**config.mk**
```make
export PLATFORM = sky130hd
export DESIGN_NAME = nlas_ctrl
export DESIGN_NICKNAME = d
export VERILOG_FILES = /design/src/rtl/core/nlas_pkg.sv /design/src/rtl/core/nlas_ctrl.sv
export SDC_FILE = /design/constraint.sdc
export NUM_CORES = 1
export LEC_CHECK = 0
export BUFFER_PORTS_ARGS = -buffer_cell sky130_fd_sc_hd__buf_2
export CAP_MARGIN = 30
export CORE_MARGIN = 4
export CORE_UTILIZATION = 40
export CTS_CLUSTER_DIAMETER = 30
export DETAILED_ROUTE_END_ITERATION = 12
export PLACE_DENSITY_LB_ADDON = 0.2
export SYNTH_ARGS = -nofsm -noshare
export SYNTH_HDL_FRONTEND = slang
export SYNTH_SLANG_ARGS = --single-unit
```
**constraint.sdc**
```tcl
create_clock -name clock -period 2.6 [get_ports clock]
set_input_delay 0.13 -clock clock [delete_from_list [all_inputs] [get_ports clock]]
set_output_delay 0.13 -clock clock [all_outputs]
set_load 0.005 [all_outputs]
```
**src/rtl/core/nlas_pkg.sv**
```systemverilog
`default_nettype none
// ----------------------------------------------------------------------------
// nlas_pkg
// Shared types and constants of the nearest landmark ahead search.
// ----------------------------------------------------------------------------
package nlas_pkg;

   localparam int TABLE_ENTRIES = 64;
   localparam int ADDR_W        = $clog2(TABLE_ENTRIES);
   localparam int CNT_W         = ADDR_W + 1;
   localparam int POS_W         = 40;
   localparam int HD_W          = 16;
   localparam int DIST_W        = 20;
   localparam int WIN_W         = 15;
   localparam int LIM_W         = 2 * DIST_W;
   localparam int TRIG_W        = 18;
   localparam int SINE_CYCLES   = 4;
   localparam int SQRT_STEPS    = DIST_W;
   localparam int CSR_IDX_W     = 2;
   localparam int CSR_DATA_W    = 20;

   localparam logic [CSR_IDX_W-1:0] CSR_MAX_DIST = 2'd0;
   localparam logic [CSR_IDX_W-1:0] CSR_WINDOW   = 2'd1;
   localparam logic [CSR_IDX_W-1:0] CSR_COUNT    = 2'd2;

   localparam logic OP_LOAD  = 1'b0;
   localparam logic OP_QUERY = 1'b1;

   // quarter-wave sine polynomial coefficients
   localparam logic [16:0] SINE_T0 = 17'd84095;
   localparam logic [17:0] SINE_U0 = 18'd205887;
   localparam logic [13:0] SINE_K  = 14'd9279;

   typedef enum logic [2:0] {
      ST_IDLE,
      ST_SINE,
      ST_SCAN,
      ST_DRAIN,
      ST_SQRT,
      ST_DONE
   } state_type;

   typedef struct packed {
      logic              load_pose;
      logic              write_entry;
      logic              rd_en;
      logic [ADDR_W-1:0] rd_addr;
      logic              sqrt_init;
      logic              sqrt_step;
      logic [4:0]        sqrt_k;
      logic              out_load;
   } cmd_type;

   typedef struct packed {
      logic             pipe_busy;
      logic [CNT_W-1:0] scan_count;
   } status_type;

endpackage
`default_nettype wire

```
**src/rtl/core/nlas_ctrl.sv**
```systemverilog
`default_nettype none
// ----------------------------------------------------------------------------
// nlas_ctrl
// Sequencer: sine warm-up, table scan, drain, square root, result hand-off.
// ----------------------------------------------------------------------------
module nlas_ctrl import nlas_pkg::*; (
   input  wire logic       clock,
   input  wire logic       reset,
   input  wire logic       req_tvalid,
   input  wire logic       req_op,
   output logic            req_tready,
   output logic            rsp_tvalid,
   input  wire logic       rsp_tready,
   input  wire status_type status,
   output cmd_type         cmd
);

   state_type        state_ff, state_in;
   logic [CNT_W-1:0] cnt_ff, cnt_in;
   logic             rsp_valid_ff, rsp_valid_in;
   logic             accept;

   assign req_tready = (state_ff == ST_IDLE);
   assign accept     = req_tvalid && req_tready;
   assign rsp_tvalid = rsp_valid_ff;

   // next state and counter
   always_comb begin
      state_in = state_ff;
      cnt_in   = cnt_ff;
      unique case (state_ff)
         ST_IDLE: begin
            cnt_in = '0;
            if (accept && req_op == OP_QUERY) begin
               state_in = ST_SINE;
            end
         end
         ST_SINE: begin
            cnt_in = cnt_ff + 1'b1;
            if (cnt_ff == CNT_W'(SINE_CYCLES - 1)) begin
               cnt_in   = '0;
               state_in = (status.scan_count == '0) ? ST_DRAIN : ST_SCAN;
            end
         end
         ST_SCAN: begin
            cnt_in = cnt_ff + 1'b1;
            if (cnt_ff == status.scan_count - 1'b1) begin
               cnt_in   = '0;
               state_in = ST_DRAIN;
            end
         end
         ST_DRAIN: begin
            cnt_in = '0;
            if (!status.pipe_busy) begin
               state_in = ST_SQRT;
            end
         end
         ST_SQRT: begin
            cnt_in = cnt_ff + 1'b1;
            if (cnt_ff == CNT_W'(SQRT_STEPS - 1)) begin
               cnt_in   = '0;
               state_in = ST_DONE;
            end
         end
         ST_DONE: begin
            if (!rsp_valid_ff || rsp_tready) begin
               state_in = ST_IDLE;
            end
         end
         default: begin
            state_in = ST_IDLE;
         end
      endcase
   end

   // commands
   always_comb begin
      cmd             = '0;
      cmd.load_pose   = (state_ff == ST_IDLE) && accept && req_op == OP_QUERY;
      cmd.write_entry = (state_ff == ST_IDLE) && accept && req_op == OP_LOAD;
      cmd.rd_en       = (state_ff == ST_SCAN);
      cmd.rd_addr     = cnt_ff[ADDR_W-1:0];
      cmd.sqrt_init   = (state_ff == ST_DRAIN) && !status.pipe_busy;
      cmd.sqrt_step   = (state_ff == ST_SQRT);
      cmd.sqrt_k      = cnt_ff[4:0];
      cmd.out_load    = (state_ff == ST_DONE) && (!rsp_valid_ff || rsp_tready);
   end

   always_comb begin
      rsp_valid_in = rsp_valid_ff;
      if (cmd.out_load) begin
         rsp_valid_in = 1'b1;
      end else if (rsp_tready) begin
         rsp_valid_in = 1'b0;
      end
   end

   always_ff @(posedge clock) begin
      if (reset) begin
         state_ff     <= ST_IDLE;
         cnt_ff       <= '0;
         rsp_valid_ff <= 1'b0;
      end else begin
         state_ff     <= state_in;
         cnt_ff       <= cnt_in;
         rsp_valid_ff <= rsp_valid_in;
      end
   end

endmodule
`default_nettype wire

```
==> impl_summary.log, run 1 <==
[metrics] result of the run: finished, final reports clean
[metrics] instance count of the mapped netlist: 132
[metrics] setup fix buffers added after clock tree synthesis: 0
[metrics] post-synth top area share: 22.7%
[metrics] path type of the worst min-delay path: in2reg
[metrics] clock tree from TritonCTS: yes
[metrics] aggregate global-route resource usage: 13.6%
[metrics] slew at the pin with the worst max-slew slack: 0.542 ns
[metrics] synthesized area divided by synthesized cell count: 7.37 um2
[metrics] CTS sink cnt: 11
[metrics] pre-CTS setup slack: 0.277 ns
[metrics] total CTS buffers: 3
[metrics] largest buffer count on any clock path: 2
[metrics] relative slew slack: 63.6%
[metrics] most common library cell in the layout ignoring fill and taps: sky130_fd_sc_hd__buf_2
[metrics] CTS hold repair buffers: 0
[metrics] aggregate global routing overflow: 0
[metrics] RD Place Congestion: 0.832
[metrics] Vert. Die Dim: 57.3 um
[metrics] Seq/Total Area, Yosys: 22.7%
[metrics] Hold Crit Start: reset
[metrics] cell depth of the worst min-delay path: 2
[metrics] net count of the finished layout: 167
[metrics] top fanout value on the critical path: 7
[metrics] critical path class: reg2reg
[metrics] Max Slew Vio Count: 0
[metrics] share of cells above drive strength 1: 26.5%
[metrics] Core Box Area: 2250 um2
[metrics] count of nets left with antenna violations after detail routing: 0
[metrics] Post-synth EDFFs: 0
[metrics] most used flip-flop cell after synthesis: sky130_fd_sc_hd__dfxtp_1
[metrics] CP Launch Type: flop
[metrics] DIE AREA: 3280 um2
[metrics] count of cells resized by post-cts repair: 0
[metrics] R2R Path Start: cnt_ff[0]
[metrics] cell area after synthesis: 972 um2
[metrics] Req. time, crit path: 2.75 ns
[metrics] sink of the worst hold path: state_ff[0]
[metrics] static leakage: 0.000471 uW
[metrics] Setup Viol. Count Final: 0
[metrics] CP max stage delay: 0.45 ns
[metrics] Arr. time, crit path: 2.48 ns
[metrics] P_sw: 107 uW
[metrics] Top Family by Delay on Critical Path: simple AND/OR/NAND/NOR gates
[metrics] number of synthesized register bits: 11
[metrics] 1st-pass router iterations: 3
[metrics] post-detailed-route DRC marker count: 0
[metrics] number of vias in the routed layout: 904
[metrics] final sum of negative setup slack: 0 ns
[metrics] count of H-tree levels built during CTS: 1
[metrics] die boundary width: 57.3 um
[metrics] pin count of the biggest net entering global routing: 16
[metrics] I/O Pins: 32
[metrics] total of warnings raised by yosys: 0
[metrics] number of hold violations in the final report: 0
[metrics] Cell variety after synth: 33
[metrics] post-detailed-route via-to-cell ratio: 5.05
[metrics] num rows: 17
[metrics] commonest cells after routing, fill and taps aside: 31 x sky130_fd_sc_hd__buf_2, 20 x sky130_fd_sc_hd__nand2_1, 13 x sky130_fd_sc_hd__nor2_1
[metrics] post-DR wirelength/cell: 11.7 um
[metrics] number of antenna violations at the first check in global routing: 0
[metrics] skew final: 0.00449 ns
[metrics] sum of routed wire length over all layers: 2100 um
[metrics] I/O Buffers: 31
[metrics] ranking of synthesized cells by area: sky130_fd_sc_hd__dfxtp_1 23%, sky130_fd_sc_hd__buf_4 10%, sky130_fd_sc_hd__nand2_1 7.7%, sky130_fd_sc_hd__xor2_1 5.4%, sky130_fd_sc_hd__nor2_1 5.0%
[metrics] R2R depth: 7
[metrics] fraction of power spent switching nets: 28.7%
[metrics] worst reg2reg path endpoint: cnt_ff[4]
[metrics] area growth from synthesis to final layout: 7.98%
[metrics] internal power component: 265 uW
[metrics] unrepaired setup endpoints after global routing: false
[metrics] Max Fclk: 429 MHz
[metrics] total power: 372 uW
[metrics] total nets after synthesis: 147
[metrics] Diodes inserted: 0
[metrics] min cycle time layout: 2.33 ns
[metrics] fraction of the cycle the final worst path needs: 89.7%
[metrics] worst setup margin: 0.268 ns
[metrics] clock-pin slew reported for the worst setup and hold paths after clock tree synthesis: 0.08 ns
[metrics] ordered list of cells on the worst path: ha_1 > or4b_1 > or3b_1 > nand3_1 > a211oi_1 > nor2_1 > o211ai_1
[metrics] worst-path cell with the longest stage delay: sky130_fd_sc_hd__dfxtp_1
[metrics] max capacitance violation total: 0
[metrics] initial core utilization: 43.1%
[metrics] Gate power share: 19.0%
[metrics] via count of the first global-routing pass: 833
[metrics] Worst Setup End Kind: flop
[metrics] clock network fraction of design power: 32.6%
[metrics] proportion of synthesized flip-flops having asynchronous set or reset: 0%
[metrics] leading area contributor after synthesis: sky130_fd_sc_hd__dfxtp_1
[metrics] worst supply voltage drop on vdd: 0.315 mV
[metrics] count of routing violations after the opening detailed-route iteration: 10
[metrics] root cell of the clock tree: sky130_fd_sc_hd__clkbuf_4
[metrics] worst skew pair latency: 0.27 ns
[metrics] sequential power share: 48.4%
[metrics] flop-to-flop setup slack: 0.27 ns
[metrics] Core Util, Final: 46.6%
[metrics] Buf/Inv on CP: 0
[metrics] global-route wire length before repair: 3620 um
[metrics] placed wire-length estimate: 1730 um
[metrics] total power divided by cell area: 354 nW/um2
stage by stage:
| stage | instances | instance area (um2) | hold WS (ns) |
|---|---|---|---|
| floorplan | 132 | 972 | 0.291 |
| global route | 179 | 1050 | 0.126 |
| detailed placement | 175 | 1020 | 0.410 |
| global placement | 175 | 1020 | 0.408 |
| finish | 179 | 1050 | 0.125 |
| CTS | 179 | 1050 | 0.118 |
cell families after synthesis:
group	after synthesis	synth area share (%)
adder cells (fa/ha/maj)	2	2.57
flip-flops	11	22.7
AO/OA/AOI/OAI	27	17.4
buffers and inverters	23	17.6
AND/OR/NAND/NOR	58	29.9
XOR/XNOR	11	9.91
synthesized netlist by cell type (2+ instances only):
| cell | number |
|---|---|
| sky130_fd_sc_hd__ha_1 | 2 |
| sky130_fd_sc_hd__nor3_1 | 5 |
| sky130_fd_sc_hd__xor2_1 | 6 |
| sky130_fd_sc_hd__nand2_1 | 20 |
| sky130_fd_sc_hd__o211ai_1 | 3 |
| sky130_fd_sc_hd__xnor2_1 | 5 |
| sky130_fd_sc_hd__and3_1 | 3 |
| sky130_fd_sc_hd__nor2_1 | 13 |
| sky130_fd_sc_hd__nand3_1 | 4 |
| sky130_fd_sc_hd__a31oi_1 | 2 |
| sky130_fd_sc_hd__a311oi_1 | 2 |
| sky130_fd_sc_hd__o21ai_1 | 6 |
| sky130_fd_sc_hd__buf_6 | 3 |
| sky130_fd_sc_hd__or3_1 | 2 |
| sky130_fd_sc_hd__dfxtp_1 | 11 |
| sky130_fd_sc_hd__nor2b_1 | 3 |
| sky130_fd_sc_hd__nand2b_1 | 3 |
| sky130_fd_sc_hd__inv_1 | 5 |
| sky130_fd_sc_hd__a21oi_1 | 4 |
| sky130_fd_sc_hd__buf_4 | 13 |
| sky130_fd_sc_hd__o21ai_0 | 5 |
metal layers:
layer	GRT usage [%]	share of wire [%]
met3	2.94	4.8
met5	0	0
met4	4.97	1.0
met2	22.0	46
met1	17.8	48
how the worst max path moves through the flow:
stage / from / to / slack [ns] / depth (start not counted)
2_1_floorplan: cnt_ff[0] / state_ff[0] / 0.47 / 7
3_3_place_gp: cnt_ff[0] / cnt_ff[4] / 0.32 / 7
3_5_place_dp: cnt_ff[0] / cnt_ff[4] / 0.28 / 7
4_1_cts: cnt_ff[0] / cnt_ff[4] / 0.26 / 7
5_1_grt: cnt_ff[0] / cnt_ff[4] / 0.05 / 7
6_report: cnt_ff[0] / cnt_ff[4] / 0.27 / 7
worst register-to-register path: cells and delay by family (launching register included):
| kind | cells | cell delay (ns) |
|---|---|---|
| AOI/OAI and AO/OA | 2 | 0.26 |
| adders and majority gates | 1 | 0.22 |
| and+or+nand+nor | 4 | 1.28 |
| DFF | 1 | 0.45 |
flip-flops by register name (all words and copies together) (netlist names):
name	flops
rsp_tvalid	1
cnt_ff	7
state_ff	3
power by group through the flow:
stage                     Sequential, uW  Clock, uW  Combinational [uW]
after CTS                            180        126                71.5
after global routing                 181        137                80.8
after detailed placement             184          0                71.3
final                                180        121                70.7
after global placement               184          0                70.1
after floorplan                      182          0                50.1
area by class of cell:
class                      instances  area (um2)
fill                             255        1200
timing repair buffer              32         163
sequential                        11         220
inverter                           6        25.0
clock buffer                       4        26.3
tap                               28        35.0
multi-input combinational         98         581
Power figures use the tool's default switching activity.
==> run 2: changes to the inputs <==
--- a/config.mk
+++ b/config.mk
@@ -12,6 +12,7 @@
 export CTS_CLUSTER_DIAMETER = 30
 export DETAILED_ROUTE_END_ITERATION = 12
 export PLACE_DENSITY_LB_ADDON = 0.2
+export RECOVER_POWER = 100
 export SYNTH_ARGS = -nofsm -noshare
 export SYNTH_HDL_FRONTEND = slang
 export SYNTH_SLANG_ARGS = --single-unit
==> impl_summary.log, run 2 (synthesized netlist as in run 1, its figures left out) <==
[metrics] result of the run: finished, final reports clean
[metrics] count of cells resized by post-cts repair: 0 (unchanged)
[metrics] placed wire-length estimate: 1730 um (unchanged)
[metrics] Max Fclk: 434 MHz (+1.2%)
[metrics] Vert. Die Dim: 57.3 um (unchanged)
[metrics] count of routing violations after the opening detailed-route iteration: 15 (+5)
[metrics] path type of the worst min-delay path: in2reg
[metrics] final sum of negative setup slack: 0 ns (unchanged)
[metrics] count of H-tree levels built during CTS: 1 (unchanged)
[metrics] fraction of the cycle the final worst path needs: 88.6% (-1.1 points)
[metrics] pin count of the biggest net entering global routing: 16 (unchanged)
[metrics] Worst Setup End Kind: flop
[metrics] CTS hold repair buffers: 0 (unchanged)
[metrics] RD Place Congestion: 0.832 (unchanged)
[metrics] net count of the finished layout: 167 (unchanged)
[metrics] area growth from synthesis to final layout: 5.53%
[metrics] critical path class: reg2reg
[metrics] share of cells above drive strength 1: 19.2% (-7.3 points)
[metrics] number of vias in the routed layout: 910 (+0.66%)
[metrics] Diodes inserted: 0 (unchanged)
[metrics] launch point of the critical path: cnt_ff[0]
[metrics] via count of the first global-routing pass: 833 (unchanged)
[metrics] sum of routed wire length over all layers: 2110 um (+0.57%)
[metrics] static leakage: 0.000427 uW (-9.4%)
[metrics] Setup Viol. Count Final: 0 (unchanged)
[metrics] worst skew pair latency: 0.27 ns (about the same)
[metrics] pre-CTS setup slack: 0.277 ns (unchanged)
[metrics] number of hold violations in the final report: 0 (unchanged)
[metrics] DIE AREA: 3280 um2 (unchanged)
[metrics] global-route wire length before repair: 3620 um (unchanged)
[metrics] R2R Path Start: cnt_ff[0]
[metrics] clock tree from TritonCTS: yes
[metrics] Layout fillers: 264 (+3.5%)
[metrics] slew at the pin with the worst max-slew slack: 0.519 ns (-0.0234 ns)
[metrics] CP Launch Type: flop
[metrics] aggregate global-route resource usage: 13.6% (unchanged)
[metrics] Hold Crit Start: reset
[metrics] aggregate global routing overflow: 0 (unchanged)
[metrics] max capacitance violation total: 0 (unchanged)
[metrics] commonest cells after routing, fill and taps aside: 20 x sky130_fd_sc_hd__nand2_1, 20 x sky130_fd_sc_hd__buf_2, 13 x sky130_fd_sc_hd__nor2_1
[metrics] die boundary width: 57.3 um (unchanged)
[metrics] CTS sink cnt: 11 (unchanged)
[metrics] post-detailed-route via-to-cell ratio: 5.08 (+0.66%)
[metrics] clock-pin slew reported for the worst setup and hold paths after clock tree synthesis: 0.08 ns (about the same)
[metrics] flop-to-flop setup slack: 0.30 ns (+0.03 ns)
[metrics] post-detailed-route DRC marker count: 0 (unchanged)
[metrics] I/O Pins: 32 (unchanged)
[metrics] root cell of the clock tree: sky130_fd_sc_hd__clkbuf_4
[metrics] 1st-pass router iterations: 3 (unchanged)
[metrics] initial core utilization: 43.1% (unchanged)
[metrics] Req. time, crit path: 2.80 ns (+0.05 ns)
[metrics] num rows: 17 (unchanged)
[metrics] post-DR wirelength/cell: 11.8 um (+0.57%)
[metrics] min cycle time layout: 2.30 ns (-0.0274 ns)
[metrics] number of antenna violations at the first check in global routing: 0 (unchanged)
[metrics] largest buffer count on any clock path: 2 (unchanged)
[metrics] total CTS buffers: 3 (unchanged)
[metrics] largest reg by FF count: cnt_ff
[metrics] worst supply voltage drop on vdd: 0.315 mV (-0.14%)
[metrics] top fanout value on the critical path: 7 (unchanged)
[metrics] Arr. time, crit path: 2.50 ns (+0.02 ns)
[metrics] setup fix buffers added after clock tree synthesis: 0 (unchanged)
[metrics] I/O Buffers: 31 (unchanged)
[metrics] Largest register FFs: 7 (unchanged)
[metrics] unrepaired setup endpoints after global routing: false
[metrics] total power divided by cell area: 357 nW/um2 (+0.91%)
[metrics] skew final: 0.00434 ns (-0.000151 ns)
[metrics] count of nets left with antenna violations after detail routing: 0 (unchanged)
[metrics] Max Slew Vio Count: 0 (unchanged)
[metrics] worst setup margin: 0.295 ns (+0.0274 ns)
[metrics] relative slew slack: 65.2% (+1.6 points)
[metrics] Core Box Area: 2250 um2 (unchanged)
## run 2: cell types whose count changed in the layout (fill, tap and decap cells not counted), moves of 3 or more
cell,delta
sky130_fd_sc_hd__buf_2,-11
sky130_fd_sc_hd__clkbuf_1,+9
sky130_fd_sc_hd__clkbuf_2,+3
sky130_fd_sc_hd__o21ai_0,+5
sky130_fd_sc_hd__o21ai_1,-5
## run 2: worst max-delay path: stages, from the launching register on
cell and delay (ns):
sky130_fd_sc_hd__dfxtp_1 0.45, sky130_fd_sc_hd__ha_1 0.22, sky130_fd_sc_hd__or4b_1 0.45, sky130_fd_sc_hd__or3b_1 0.40
sky130_fd_sc_hd__o21ai_0 0.15, sky130_fd_sc_hd__nand2_1 0.09, sky130_fd_sc_hd__a221o_1 0.31, sky130_fd_sc_hd__a21oi_1 0.15
## run 2: final timing paths
check / to / cells after the start
worst max-delay path: state_ff[0] / 7
worst min-delay path: rsp_tvalid / 2
worst max register to register: state_ff[0] / 7
worst min register to register: rsp_tvalid / 2
## run 2: through the flow
stage	power, uW	cell area [um2]	utilization, %	instances	hold WS (ns)
2_1_floorplan	232	972	-	132	0.291
6_report	367	1030	45.5	179	0.129
3_5_place_dp	255	1020	45.4	175	0.410
4_1_cts	378	1050	46.6	179	0.118
3_3_place_gp	254	1020	45.4	175	0.408
5_1_grt	394	1030	45.5	179	0.123
## run 2: per-layer routing
| metal | global-route usage, % | wire [um] | vias to the layer above |
|---|---|---|---|
| li1 | - | - | 478 |
| met1 | 17.8 | 1040 | 412 |
| met2 | 22.0 | 961 | 17 |
| met3 | 2.94 | 93 | 3 |
| met4 | 4.97 | 21 | 0 |
| met5 | 0 | 0 | - |
## run 2: cell type report
| type | count | area [um2] | area share, % |
|---|---|---|---|
| clock buffer | 4 | 26.3 | 2.56 |
| multi-input combinational | 98 | 572 | 55.7 |
| sequential | 11 | 220 | 21.5 |
| inverter | 6 | 23.8 | 2.32 |
| timing repair buffer | 32 | 149 | 14.5 |
| tap | 28 | 35.0 | 3.41 |
## run 2: report_power, final
| group | switching, uW | leakage (uW) | internal [uW] |
|---|---|---|---|
| Sequential | 7.07 | 0.0000890 | 172 |
| Combinational | 36.2 | 0.000323 | 30.5 |
| Clock | 61.5 | 0.0000150 | 59.4 |
